--- config.mk ---
export PLATFORM = sky130hd
export DESIGN_NAME = poly_voice_allocator
export DESIGN_NICKNAME = d
export VERILOG_FILES = /design/src/rtl/pva_pkg.sv /design/src/rtl/pva_cell.sv /design/src/rtl/poly_voice_allocator.sv
export SDC_FILE = /design/constraint.sdc
export NUM_CORES = 1
export LEC_CHECK = 0
export ABC_AREA = 1
export BUFFER_PORTS_ARGS = -buffer_cell sky130_fd_sc_hd__buf_2
export CAP_MARGIN = 20
export CORE_AREA = 2 2 247 249
export CTS_CLUSTER_SIZE = 8
export DETAILED_ROUTE_END_ITERATION = 12
export DIE_AREA = 0 0 249 251
export PLACE_DENSITY = 0.72
export SYNTH_ARGS = -nofsm -noshare
export SYNTH_HDL_FRONTEND = slang
export SYNTH_SLANG_ARGS = --single-unit
--- constraint.sdc ---
create_clock -name clk -period 5.1 [get_ports clk]
set_input_delay 0.255 -clock clk [delete_from_list [all_inputs] [get_ports clk]]
set_output_delay 0.255 -clock clk [all_outputs]
set_load 0.02 [all_outputs]
--- src/rtl/pva_pkg.sv ---
// Shared types and constants for the polyphonic voice allocator.
`default_nettype none

package pva_pkg;

  // Default sizes handed to the top-level parameters, and the fixed field widths.
  localparam int VOICES_DEF   = 8;
  localparam int AGE_BITS_DEF = 32;
  localparam int KEY_W        = 7;
  localparam int VEL_W        = 7;
  localparam int MASK_W       = 8;

  // Event codes on the input word.
  typedef enum logic [1:0] {
    MODE_ON      = 2'd0,
    MODE_OFF     = 2'd1,
    MODE_ALL_OFF = 2'd2,
    MODE_DONE    = 2'd3
  } mode_t;

  // Action codes on the result word.
  typedef enum logic [1:0] {
    ACT_START   = 2'd0,
    ACT_RELEASE = 2'd1,
    ACT_KILL    = 2'd2,
    ACT_FREED   = 2'd3
  } action_t;

  // How a started slot was picked.
  typedef enum logic [1:0] {
    HOW_RETRIG = 2'd0,
    HOW_IDLE   = 2'd1,
    HOW_STEAL  = 2'd2
  } how_t;

  // Sequencer states of the top level.
  typedef enum logic [1:0] {
    S_IDLE   = 2'd0,
    S_SWEEP  = 2'd1,
    S_FINISH = 2'd2
  } state_t;

  // Input word.
  typedef struct packed {
    logic [1:0]       mode;
    logic [KEY_W-1:0] key;
    logic [VEL_W-1:0] velocity;
    logic [2:0]       done_slot;
  } in_word_t;

  // Result word.
  typedef struct packed {
    logic [1:0]        action;
    logic [2:0]        slot;
    logic [1:0]        how_chosen;
    logic [KEY_W-1:0]  start_key;
    logic [VEL_W-1:0]  start_velocity;
    logic [MASK_W-1:0] release_mask;
  } out_word_t;

  // Search record that travels down the cell chain.
  typedef struct packed {
    logic              valid;
    logic              found_match;
    logic              found_idle;
    logic              has_best;
    logic [KEY_W-1:0]  key;
    logic [MASK_W-1:0] mask;
  } rec_t;

  // Update command broadcast to every cell.
  typedef struct packed {
    logic             write;
    logic             kill_all;
    logic             free;
    logic [KEY_W-1:0] key;
  } cmd_t;

endpackage

`default_nettype wire

--- src/rtl/pva_cell.sv ---
// One voice slot: holds its state and refines the search record passing by.
`default_nettype none

module pva_cell #(
  parameter int IDX      = 0,
  parameter int SLOT_W   = 3,
  parameter int AGE_BITS = 32
) (
  input  wire                 clk,
  input  wire                 rst_n,
  input  pva_pkg::rec_t       rec_in,
  input  wire  [SLOT_W-1:0]   match_in,
  input  wire  [SLOT_W-1:0]   idle_in,
  input  wire  [SLOT_W-1:0]   best_in,
  input  wire  [AGE_BITS-1:0] age_in,
  output pva_pkg::rec_t       rec_out,
  output logic [SLOT_W-1:0]   match_out,
  output logic [SLOT_W-1:0]   idle_out,
  output logic [SLOT_W-1:0]   best_out,
  output logic [AGE_BITS-1:0] age_out,
  input  pva_pkg::cmd_t       cmd,
  input  wire  [SLOT_W-1:0]   cmd_slot,
  input  wire  [AGE_BITS-1:0] cmd_age
);
  import pva_pkg::*;

  localparam logic [SLOT_W-1:0] MY_IDX = SLOT_W'(IDX);
  localparam logic [MASK_W-1:0] MY_BIT = (IDX < MASK_W) ? MASK_W'(1 << IDX) : '0;

  logic                active_r;
  logic [KEY_W-1:0]    key_r;
  logic [AGE_BITS-1:0] slot_age_r;

  rec_t                rec_r, rec_nxt;
  logic [SLOT_W-1:0]   match_r, match_nxt;
  logic [SLOT_W-1:0]   idle_r, idle_nxt;
  logic [SLOT_W-1:0]   best_r, best_nxt;
  logic [AGE_BITS-1:0] age_r, age_nxt;
  logic                hit;
  logic                mine;

  assign hit  = active_r && (key_r == rec_in.key);
  assign mine = (cmd_slot == MY_IDX);

  // Fold this slot into the search record.
  always_comb begin
    rec_nxt   = rec_in;
    match_nxt = match_in;
    idle_nxt  = idle_in;
    best_nxt  = best_in;
    age_nxt   = age_in;
    if (!rec_in.found_match && hit) begin
      rec_nxt.found_match = 1'b1;
      match_nxt           = MY_IDX;
    end
    if (!rec_in.found_idle && !active_r) begin
      rec_nxt.found_idle = 1'b1;
      idle_nxt           = MY_IDX;
    end
    // Strict compare keeps the lower index on equal ages.
    if (!rec_in.has_best || (slot_age_r < age_in)) begin
      rec_nxt.has_best = 1'b1;
      best_nxt         = MY_IDX;
      age_nxt          = slot_age_r;
    end
    rec_nxt.mask = rec_in.mask | (hit ? MY_BIT : '0);
  end

  // Record stage toward the next cell.
  always_ff @(posedge clk) begin
    if (!rst_n) begin
      rec_r <= '0;
    end else begin
      rec_r <= rec_nxt;
    end
    match_r <= match_nxt;
    idle_r  <= idle_nxt;
    best_r  <= best_nxt;
    age_r   <= age_nxt;
  end

  assign rec_out   = rec_r;
  assign match_out = match_r;
  assign idle_out  = idle_r;
  assign best_out  = best_r;
  assign age_out   = age_r;

  // Slot state, changed only by the broadcast command.
  always_ff @(posedge clk) begin
    if (!rst_n) begin
      active_r <= 1'b0;
    end else if (cmd.kill_all || (cmd.free && mine)) begin
      active_r <= 1'b0;
    end else if (cmd.write && mine) begin
      active_r <= 1'b1;
    end
    if (cmd.write && mine) begin
      key_r      <= cmd.key;
      slot_age_r <= cmd_age;
    end
  end

endmodule

`default_nettype wire

--- src/rtl/poly_voice_allocator.sv ---
// Top level of the polyphonic voice allocator: sequencer, age counter and cell chain.
//
//   Channel | Direction | Handshake          | Word
//   in_     | input     | in_valid/in_stall   | pva_pkg::in_word_t
//   out_    | output    | out_valid/out_stall | pva_pkg::out_word_t
//
// Each event sends one search record down the chain of slot cells, each cell
// registering it in turn; the sequencer then latches the finished search, and
// the commit step updates the slot and loads the output register.
// Reset is synchronous and active low; it clears every active bit and the age counter.
// A stall on a full output register holds the finished event in the commit step;
// the next event is taken once that commit has returned the sequencer to idle.
`default_nettype none

module poly_voice_allocator #(
  parameter int VOICES   = pva_pkg::VOICES_DEF,
  parameter int AGE_BITS = pva_pkg::AGE_BITS_DEF
) (
  input  wire                 clk,
  input  wire                 rst_n,
  input  wire                 in_valid,
  output logic                in_stall,
  input  pva_pkg::in_word_t   in_data,
  output logic                out_valid,
  input  wire                 out_stall,
  output pva_pkg::out_word_t  out_data
);
  import pva_pkg::*;

  localparam int SLOT_W = $clog2(VOICES);
  localparam logic [5:0] VOICES_L = 6'(VOICES);

  state_t              state_r, state_nxt;
  in_word_t            req_r;
  rec_t                fnd_r;
  logic [SLOT_W-1:0]   fnd_match_r, fnd_idle_r, fnd_best_r;
  logic [AGE_BITS-1:0] age_ctr_r;
  logic                out_valid_r;
  out_word_t           out_data_r;

  logic                accept;
  logic                fire;
  logic                is_on;
  logic [SLOT_W-1:0]   chosen;
  how_t                how;
  logic [SLOT_W+2:0]   chosen_ext;
  logic [SLOT_W+2:0]   done_ext;
  logic                done_ok;
  out_word_t           res;
  cmd_t                cmd;
  logic [SLOT_W-1:0]   cmd_slot;
  logic [AGE_BITS-1:0] age_next;

  rec_t                chain_rec   [VOICES+1];
  logic [SLOT_W-1:0]   chain_match [VOICES+1];
  logic [SLOT_W-1:0]   chain_idle  [VOICES+1];
  logic [SLOT_W-1:0]   chain_best  [VOICES+1];
  logic [AGE_BITS-1:0] chain_age   [VOICES+1];

  assign accept   = in_valid && (state_r == S_IDLE);
  assign in_stall = (state_r != S_IDLE);
  assign fire     = (state_r == S_FINISH) && (!out_valid_r || !out_stall);

  // Seed record entering the first cell.
  always_comb begin
    chain_rec[0]       = '0;
    chain_rec[0].valid = accept;
    chain_rec[0].key   = in_data.key;
    chain_match[0]     = '0;
    chain_idle[0]      = '0;
    chain_best[0]      = '0;
    chain_age[0]       = '0;
  end

  // Chain of slot cells.
  for (genvar g = 0; g < VOICES; g++) begin : g_cell
    pva_cell #(
      .IDX      (g),
      .SLOT_W   (SLOT_W),
      .AGE_BITS (AGE_BITS)
    ) u_cell (
      .clk       (clk),
      .rst_n     (rst_n),
      .rec_in    (chain_rec[g]),
      .match_in  (chain_match[g]),
      .idle_in   (chain_idle[g]),
      .best_in   (chain_best[g]),
      .age_in    (chain_age[g]),
      .rec_out   (chain_rec[g+1]),
      .match_out (chain_match[g+1]),
      .idle_out  (chain_idle[g+1]),
      .best_out  (chain_best[g+1]),
      .age_out   (chain_age[g+1]),
      .cmd       (cmd),
      .cmd_slot  (cmd_slot),
      .cmd_age   (age_next)
    );
  end

  // State register.
  always_ff @(posedge clk) begin
    if (!rst_n) begin
      state_r <= S_IDLE;
    end else begin
      state_r <= state_nxt;
    end
  end

  // Next state.
  always_comb begin
    state_nxt = state_r;
    unique case (state_r)
      S_IDLE: begin
        if (accept) state_nxt = S_SWEEP;
      end
      S_SWEEP: begin
        if (chain_rec[VOICES].valid) state_nxt = S_FINISH;
      end
      S_FINISH: begin
        if (fire) state_nxt = S_IDLE;
      end
      default: state_nxt = S_IDLE;
    endcase
  end

  // Capture the event and the finished search.
  always_ff @(posedge clk) begin
    if (accept) begin
      req_r <= in_data;
    end
    if ((state_r == S_SWEEP) && chain_rec[VOICES].valid) begin
      fnd_r       <= chain_rec[VOICES];
      fnd_match_r <= chain_match[VOICES];
      fnd_idle_r  <= chain_idle[VOICES];
      fnd_best_r  <= chain_best[VOICES];
    end
  end

  // Slot choice: retrigger first, then lowest idle slot, then oldest.
  always_comb begin
    if (fnd_r.found_match) begin
      chosen = fnd_match_r;
      how    = HOW_RETRIG;
    end else if (fnd_r.found_idle) begin
      chosen = fnd_idle_r;
      how    = HOW_IDLE;
    end else begin
      chosen = fnd_best_r;
      how    = HOW_STEAL;
    end
  end

  assign is_on      = (req_r.mode == MODE_ON) && (req_r.velocity != '0);
  assign age_next   = age_ctr_r + AGE_BITS'(1);
  assign chosen_ext = {3'b000, chosen};
  assign done_ext   = {SLOT_W'(0), req_r.done_slot};
  assign done_ok    = ({3'b000, req_r.done_slot} < VOICES_L);

  // Result word and slot update command.
  always_comb begin
    res      = '0;
    cmd      = '0;
    cmd_slot = chosen;
    cmd.key  = req_r.key;
    if (is_on) begin
      res.action         = ACT_START;
      res.slot           = chosen_ext[2:0];
      res.how_chosen     = how;
      res.start_key      = req_r.key;
      res.start_velocity = req_r.velocity;
      cmd.write          = fire;
    end else if ((req_r.mode == MODE_ON) || (req_r.mode == MODE_OFF)) begin
      res.action       = ACT_RELEASE;
      res.release_mask = fnd_r.mask;
    end else if (req_r.mode == MODE_ALL_OFF) begin
      res.action   = ACT_KILL;
      cmd.kill_all = fire;
    end else begin
      res.action = ACT_FREED;
      res.slot   = req_r.done_slot;
      cmd.free   = fire && done_ok;
      cmd_slot   = done_ext[SLOT_W-1:0];
    end
  end

  // Age counter advances on every started voice.
  always_ff @(posedge clk) begin
    if (!rst_n) begin
      age_ctr_r <= '0;
    end else if (fire && is_on) begin
      age_ctr_r <= age_next;
    end
  end

  // Output register.
  always_ff @(posedge clk) begin
    if (!rst_n) begin
      out_valid_r <= 1'b0;
    end else if (fire) begin
      out_valid_r <= 1'b1;
    end else if (!out_stall) begin
      out_valid_r <= 1'b0;
    end
    if (fire) begin
      out_data_r <= res;
    end
  end

  assign out_valid = out_valid_r;
  assign out_data  = out_data_r;

endmodule

`default_nettype wire

======== After elaboration in Yosys (flattened, before gate mapping) ========
Index checks and enable logic that the tools add are counted.
W data, S select, Z words.
storage, ports and cells
  bits of input ports ..................... 23
  register bits after elaboration ......... 841
cells by class
  $add $sub $neg .......................... 1
  muxes and demuxes ....................... 62
  reductions and logical operators ........ 107
  eq/ne operators ......................... 23
  bitwise logic cells ..................... 10
  order comparisons ....................... 7
operator list
  cell                     number
  $lt A32 B32 Y1           7
  $mux W32                 6
  $eq A7 B7 Y1             8
  $or A8 B8 Y8             7
  $logic_and A1 B1 Y1      43
  $mux W1                  33
  $add A32 B1 Y32 const B  1
  $logic_not A1 Y1         30
  $mux W3                  9
  $reduce_or A2 Y1         11
  $logic_or A1 B1 Y1       17
  $mux W16                 1
  $mux W2                  7
  $eq A3 B3 Y1 const B     4
  $mux W8                  1
  $mux W7                  1
  $reduce_bool A7 Y1       1
  $eq A3 B2 Y1 const B     2
  $mux W6                  1
  $pmux W2 S3              1
  $mux W5                  1
  $eq A2 B1 Y1 const B     2
  $eq A2 B2 Y1 const B     2
  $logic_not A2 Y1         2
  other kinds (8)          12

======== Longest topological paths before layout ========
  depth after elaboration ................. 9
  gate-level depth with buffers ........... 16

======== Modules after synthesis ========
A second synthesis with hierarchy kept.
second synthesis, totals
  cell total of the unflattened synthesis .. 3920
  area total of the unflattened synthesis .. 37095.6 um2
by module, submodules not included
  module                       cells an instance  instances  seq. area each (um2)  area an instance (um2)
  poly_voice_allocator         553                1          2712.6                4734.5
  pva_cell (g_cell[1].u_cell)  426                1          2392.3                4053.9
  pva_cell (g_cell[6].u_cell)  422                1          2392.3                4051.4
  pva_cell (g_cell[7].u_cell)  423                1          2392.3                4051.4
  pva_cell (g_cell[2].u_cell)  424                1          2392.3                4048.9
  pva_cell (g_cell[4].u_cell)  423                1          2392.3                4047.6
  pva_cell (g_cell[5].u_cell)  415                1          2392.3                4037.6
  pva_cell (g_cell[3].u_cell)  414                1          2392.3                4036.4
  pva_cell (g_cell[0].u_cell)  420                1          2392.3                4033.9

======== Least setup slack after synthesis ========
No wires, ideal clock.
  path kind ............................... register to register
  start ................................... register out_valid_r (netlist: out_valid)
  end ..................................... register g_cell[7].u_cell.key_r[0], enable pin
  setup slack ............................. 1500 ps
  stages on the path, launching flop included .. 8
  clock period less this slack ............ 3600 ps
  data arrival time ....................... 3164 ps
  setup time .............................. 437 ps
  buffers on the path ..................... 0
  data required time ...................... 4663 ps
  cells stage by stage .................... dfxtp_1 > nand2_1 > inv_1 > nor2_4 > inv_2 > nor2_8 > inv_4 > nor2_1
between the ends
  cells in the longest elaborated chain, start to end .. 5
RTL lines
  element                   RTL line                     source
  start: declaration        poly_voice_allocator.sv:38   logic out_valid_r;
  start signal: assignment  poly_voice_allocator.sv:198  out_valid_r <= 1'b0;
  start signal: assignment  poly_voice_allocator.sv:200  out_valid_r <= 1'b1;
  start signal: assignment  poly_voice_allocator.sv:202  out_valid_r <= 1'b0;
  $logic_not A1 Y1          poly_voice_allocator.sv:62   assign fire = (state_r == S_FINISH) && (!out_valid_r || !out_stall);
  $logic_or A1 B1 Y1        poly_voice_allocator.sv:62
  $logic_and A1 B1 Y1       poly_voice_allocator.sv:62
  net fire                  poly_voice_allocator.sv:42   logic fire;
  $mux W1                   poly_voice_allocator.sv:165  if (is_on) begin
  $logic_and A1 B1 Y1       pva_cell.sv:97               if (cmd.write && mine) begin
  end signal: assignment    pva_cell.sv:98               key_r <= cmd.key;
  end: declaration          pva_cell.sv:31               logic [KEY_W-1:0] key_r;
The timed path passes the listed nets, and every way through them passes these cells.
A chain may end at the register's enable or synchronous reset.

======== Final worst setup path ========
  start ................................... register g_cell[3].u_cell.slot_age_r[15]
  end ..................................... register g_cell[3].u_cell.age_r[29]
between the ends
  cells in the longest elaborated chain, start to end .. 3
RTL lines
  element                           RTL line        source
  start: declaration                pva_cell.sv:32  logic [AGE_BITS-1:0] slot_age_r;
  start signal: assignment          pva_cell.sv:99  slot_age_r <= cmd_age;
  $lt A32 B32 Y1                    pva_cell.sv:61  if (!rec_in.has_best || (slot_age_r < age_in)) begin
  $logic_or A1 B1 Y1                pva_cell.sv:61
  $mux W32                          pva_cell.sv:61
  net g_cell[3].u_cell.age_nxt[29]  pva_cell.sv:38  logic [AGE_BITS-1:0] age_r, age_nxt;
  end signal: assignment            pva_cell.sv:79  age_r <= age_nxt;
  end: declaration                  pva_cell.sv:38
The timed path passes the listed nets, and every way through them passes these cells.

==> metrics.md <==
| Metric | Value |
|---|---|
| Async S/R FF share, synth | 0% |
| Root Driver | clkbuf_16 |
| Startpoint Class | flip-flop |
| Worst Hold Depth | 0 |
| Setup_tns | 0 ps |
| Stages on worst setup path | 14 |
| Remaining routing DRC violations | 0 |
| Post-Route Utilization | 62.2% |
| Reg clk slew, reported paths | 50 ps |
| FP Rows | 90 |
| YS warnings | 0 |
| Internal Pwr Total | 11.1 mW |
| Worst slew pin tran | 1120 ps |
| Total gr overflow | 0 |
| Global-route wire length before repair | 103000 µm |
| Number of synthesized flops with an enable pin | 379 |
| Crit-path most repeated cell | nand2_1 |
| Multi-input gate area | 10100 µm² |
| Critical path type | flip-flop to flip-flop |
| Total GRT Usage | 20.6% |
| Flop pwr share | 49.6% |
| Worst R2R Path Depth | 14 |
| PwrDens | 375 nW/µm² |
| Drt first pass iters | 5 |
| CP endpoint kind | flip-flop |
| FILL cells | 4676 |
| Clock latency on the worst-skew pair | 650 ps |
| Hold Vio Cnt, Final | 0 |
| Switch share | 20.5% |
| Initial antenna violation count | 0 |
| Switch Pwr | 2.85 mW |
| Synth area leaders | edfxtp_1, dfxtp_1, nand2_1 |
| Ant. Diodes | 0 |
| CP endpoint | g_cell[3].u_cell.age_out[29]$_DFF_P_ |
| FMAX | 0.365 GHz |
| Post-synth top area share | 34.9% |
| Core ar. | 59800 µm² |
| Post-DP HPWL | 42800 µm |
| Power share of the clock group | 48.1% |
| Via-to-Cell Ratio | 4.96 |
| Die height | 251 µm |
| Post-cts resize count | 0 |
| Total CTS buffers | 111 |
| Sink Count | 812 |
| Routed vias | 21100 |
| Combinational Power Share | 2.3% |
| Clock skew | 21.3 ps |
| Pre-CTS setup slack | 2070 ps |
| Final worst slack | 2360 ps |
| Deepest clock path buffer count | 3 |
| CTS tree | done |
| Largest net degree at the start of global routing | 78 |
| Tot Pwr | 13.9 mW |
| Pleak | 17.1 nW |
| DRT iter0 DRCs | 1362 |
| RSZ-0062 raised after global routing | no |
| Largest area contributor in the synthesized netlist | edfxtp_1 |
| WL per Instance | 14.9 µm |
| ANT nets after route | 0 |
| Die Wd | 249 µm |
| Full die area | 62500 µm² |
| HP Class | flip-flop to flip-flop |
| VDD IR-drop max | 258 µV |
| CP Launch Point | g_cell[3].u_cell.slot_age_r[15]$_DFFE_PP_ |
| Slowest-stage cell, CP | nand2_1 |
| Period minus WS final | 2740 ps |
| Layout net count | 3621 |
| CP arrival | 3280 ps |
| Synthesized flop and latch total | 812 |
| Final setup viols | 0 |
| Flop-to-flop setup slack | 2360 ps |
| Register area | 20000 µm² |
| Headroom to the max-slew limit | 25.2% |
| Syn-to-layout area delta | 14.2% |
| Post-Syn Nets | 3485 |
| Ys flop type | dfxtp_1 |
| Crit-path max cell delay | 510 ps |
| Max-slew violations | 0 |
| Synthesized area | 32600 µm² |
| Crit-path cells | ha_1 -> nand2_1 -> inv_1 -> nand3_1 -> nor3_1 -> nand2_1 -> nand2_1 -> nand2_1 -> nand2_1 -> buf_4 -> nand2_1 -> buf_8 -> nand2_1 -> nand2_1 |
| Syn_area_per_cell | 10.0 µm² |
| Vias in the first global route | 20400 |
| Reg-to-reg startpoint | g_cell[3].u_cell.slot_age_r[15]$_DFFE_PP_ |
| R2r endpoint | g_cell[3].u_cell.age_out[29]$_DFF_P_ |
| Tcrit/Tclk final | 53.7% |
| Crit path buf inv count | 3 |
| Outcome | complete, no violations |
| Synth cell types | 48 |
| Initial Util | 54.5% |
| Max_cap viols | 0 |
| Io pins | 54 |
| Cell count after synthesis | 3244 |
| Share of cells above drive strength 1 | 7.75% |
| Critical path data required time | 5640 ps |
| Total Routed Length | 63500 µm |
| Worst Path Max Fanout | 33 |
| GPL Wtd Cong | 0.880 |
| H-tree depth | 3 |
| Register area share after synthesis | 61.6% |
| Crit-path leading delay family | simple AND/OR/NAND/NOR gates |
| Number of port buffers | 53 |
==> Yosys cell counts, types with 2 or more instances <==
cell	instances
a21oi_1	143
nand2_1	769
a211oi_2	5
xnor2_1	5
nor3_1	31
nor4_1	5
a22o_1	2
nor3_2	4
nand4_1	30
nand3_4	2
buf_1	4
ha_1	218
dfxtp_1	433
inv_2	6
o21ai_1	12
o211ai_1	5
o2111ai_1	3
o21bai_1	2
o21ai_0	51
nor2_2	6
o22ai_1	4
or2_2	11
nor2_1	168
a211oi_1	3
buf_4	10
nor2_4	5
clkbuf_1	44
nand3_2	8
inv_1	523
nand3_1	239
clkinv_2	2
buf_2	32
nand3b_1	2
or2_0	2
nand2_2	4
xor2_1	57
o21a_1	5
edfxtp_1	379
==> power by group through the flow <==
stage	logic (mW)	clock network, mW	registers [mW]
finish	0.315	6.71	6.92
floorplan	0.219	0	7.02
global route	0.359	7.13	6.92
detailed placement	0.297	0	7.04
global placement	0.291	0	7.04
CTS	0.314	6.83	6.92
==> final cells by class <==
cell class	count	share of cell area [%]
flip-flops and latches	812	53.9
multi-input cells	1809	27.2
repair buffers	113	2.18
clock buffers	200	8.48
clock inverters	6	0.242
well taps	782	2.63
inverters	533	5.39
==> cells by family after synthesis <==
logic type	synth area share, %
fa+ha+maj	8.38
xor+xnor	1.67
buf+inv	7.43
simple gates	17.0
flops	61.6
compound gates	3.99
==> sequential cells by signal (all words and copies together) (netlist names), 17 cells and up <==
name	count
g_cell.u_cell.best_out	17
g_cell.u_cell.age_out	224
out_data	29
g_cell.u_cell.key_r	56
g_cell.u_cell.idle_out	17
age_ctr_r	32
g_cell.u_cell.slot_age_r	256
g_cell.u_cell.rec_out	115
g_cell.u_cell.match_out	17
==> per-layer routing <==
metal  share of wire [%]  vias up  GRT usage, %
li1                    -    10800             -
met1                  48     9716          29.2
met2                  45      496          32.6
met3                 5.0      116          3.24
met4                 2.2        0          6.77
met5                   0        -             0
==> through the flow <==
stage / cells / hold slack, ps / area (µm²)
2_1_floorplan: 3244 / 283 / 32600
5_1_grt: 4255 / 315 / 37200
6_report: 4255 / 328 / 37200
3_3_place_gp: 4014 / 324 / 33600
4_1_cts: 4244 / 290 / 37100
3_5_place_dp: 4016 / 327 / 33600
==> placed cells by master, fill, tap and decap left out, types with 3 or more instances in the layout <==
cell,synthesis,final
nand2_1,769,769
inv_1,523,522
dfxtp_1,433,433
edfxtp_1,379,379
nand3_1,239,239
ha_1,218,218
nor2_1,168,167
a21oi_1,143,143
clkbuf_16,0,113
clkbuf_1,44,87
xor2_1,57,57
buf_2,32,52
o21ai_0,51,51
buf_4,10,35
nor3_1,31,31
nand4_1,30,30
dlygate4sd3_1,0,22
o21ai_1,12,12
or2_2,11,11
nand3_2,8,8
nor2_4,5,8
inv_2,6,6
o21a_1,5,5
o211ai_1,5,5
xnor2_1,5,5
nor4_1,5,5
a211oi_2,5,5
nand2_2,4,4
nor2_2,6,4
nor3_2,4,4
o22ai_1,4,4
clkinv_8,0,4
clkinv_2,2,3
o2111ai_1,3,3
a211oi_1,3,3
==> how the worst min path moves through the flow <==
stage,slack [ps],end,start
after floorplan,280,g_cell[0].u_cell.rec_out[15]$_DFF_P_,rst_n
after global placement,320,g_cell[0].u_cell.age_out[16]$_DFF_P_,g_cell[0].u_cell.slot_age_r[16]$_DFFE_PP_
after detailed placement,330,g_cell[0].u_cell.age_out[12]$_DFF_P_,g_cell[0].u_cell.slot_age_r[12]$_DFFE_PP_
after CTS,290,req_r[8]$_DFFE_PP_,in_data[8]
after global routing,310,req_r[8]$_DFFE_PP_,in_data[8]
final,330,g_cell[0].u_cell.age_out[6]$_DFF_P_,g_cell[0].u_cell.slot_age_r[6]$_DFFE_PP_
==> what timing repair did <==
item                                    CTS  global route
buffers inserted                          0             0
endpoints found under the hold margin    36             0
hold buffers                             22             0
endpoints found under the setup margin    0             0
Power figures use the tool's default switching activity.
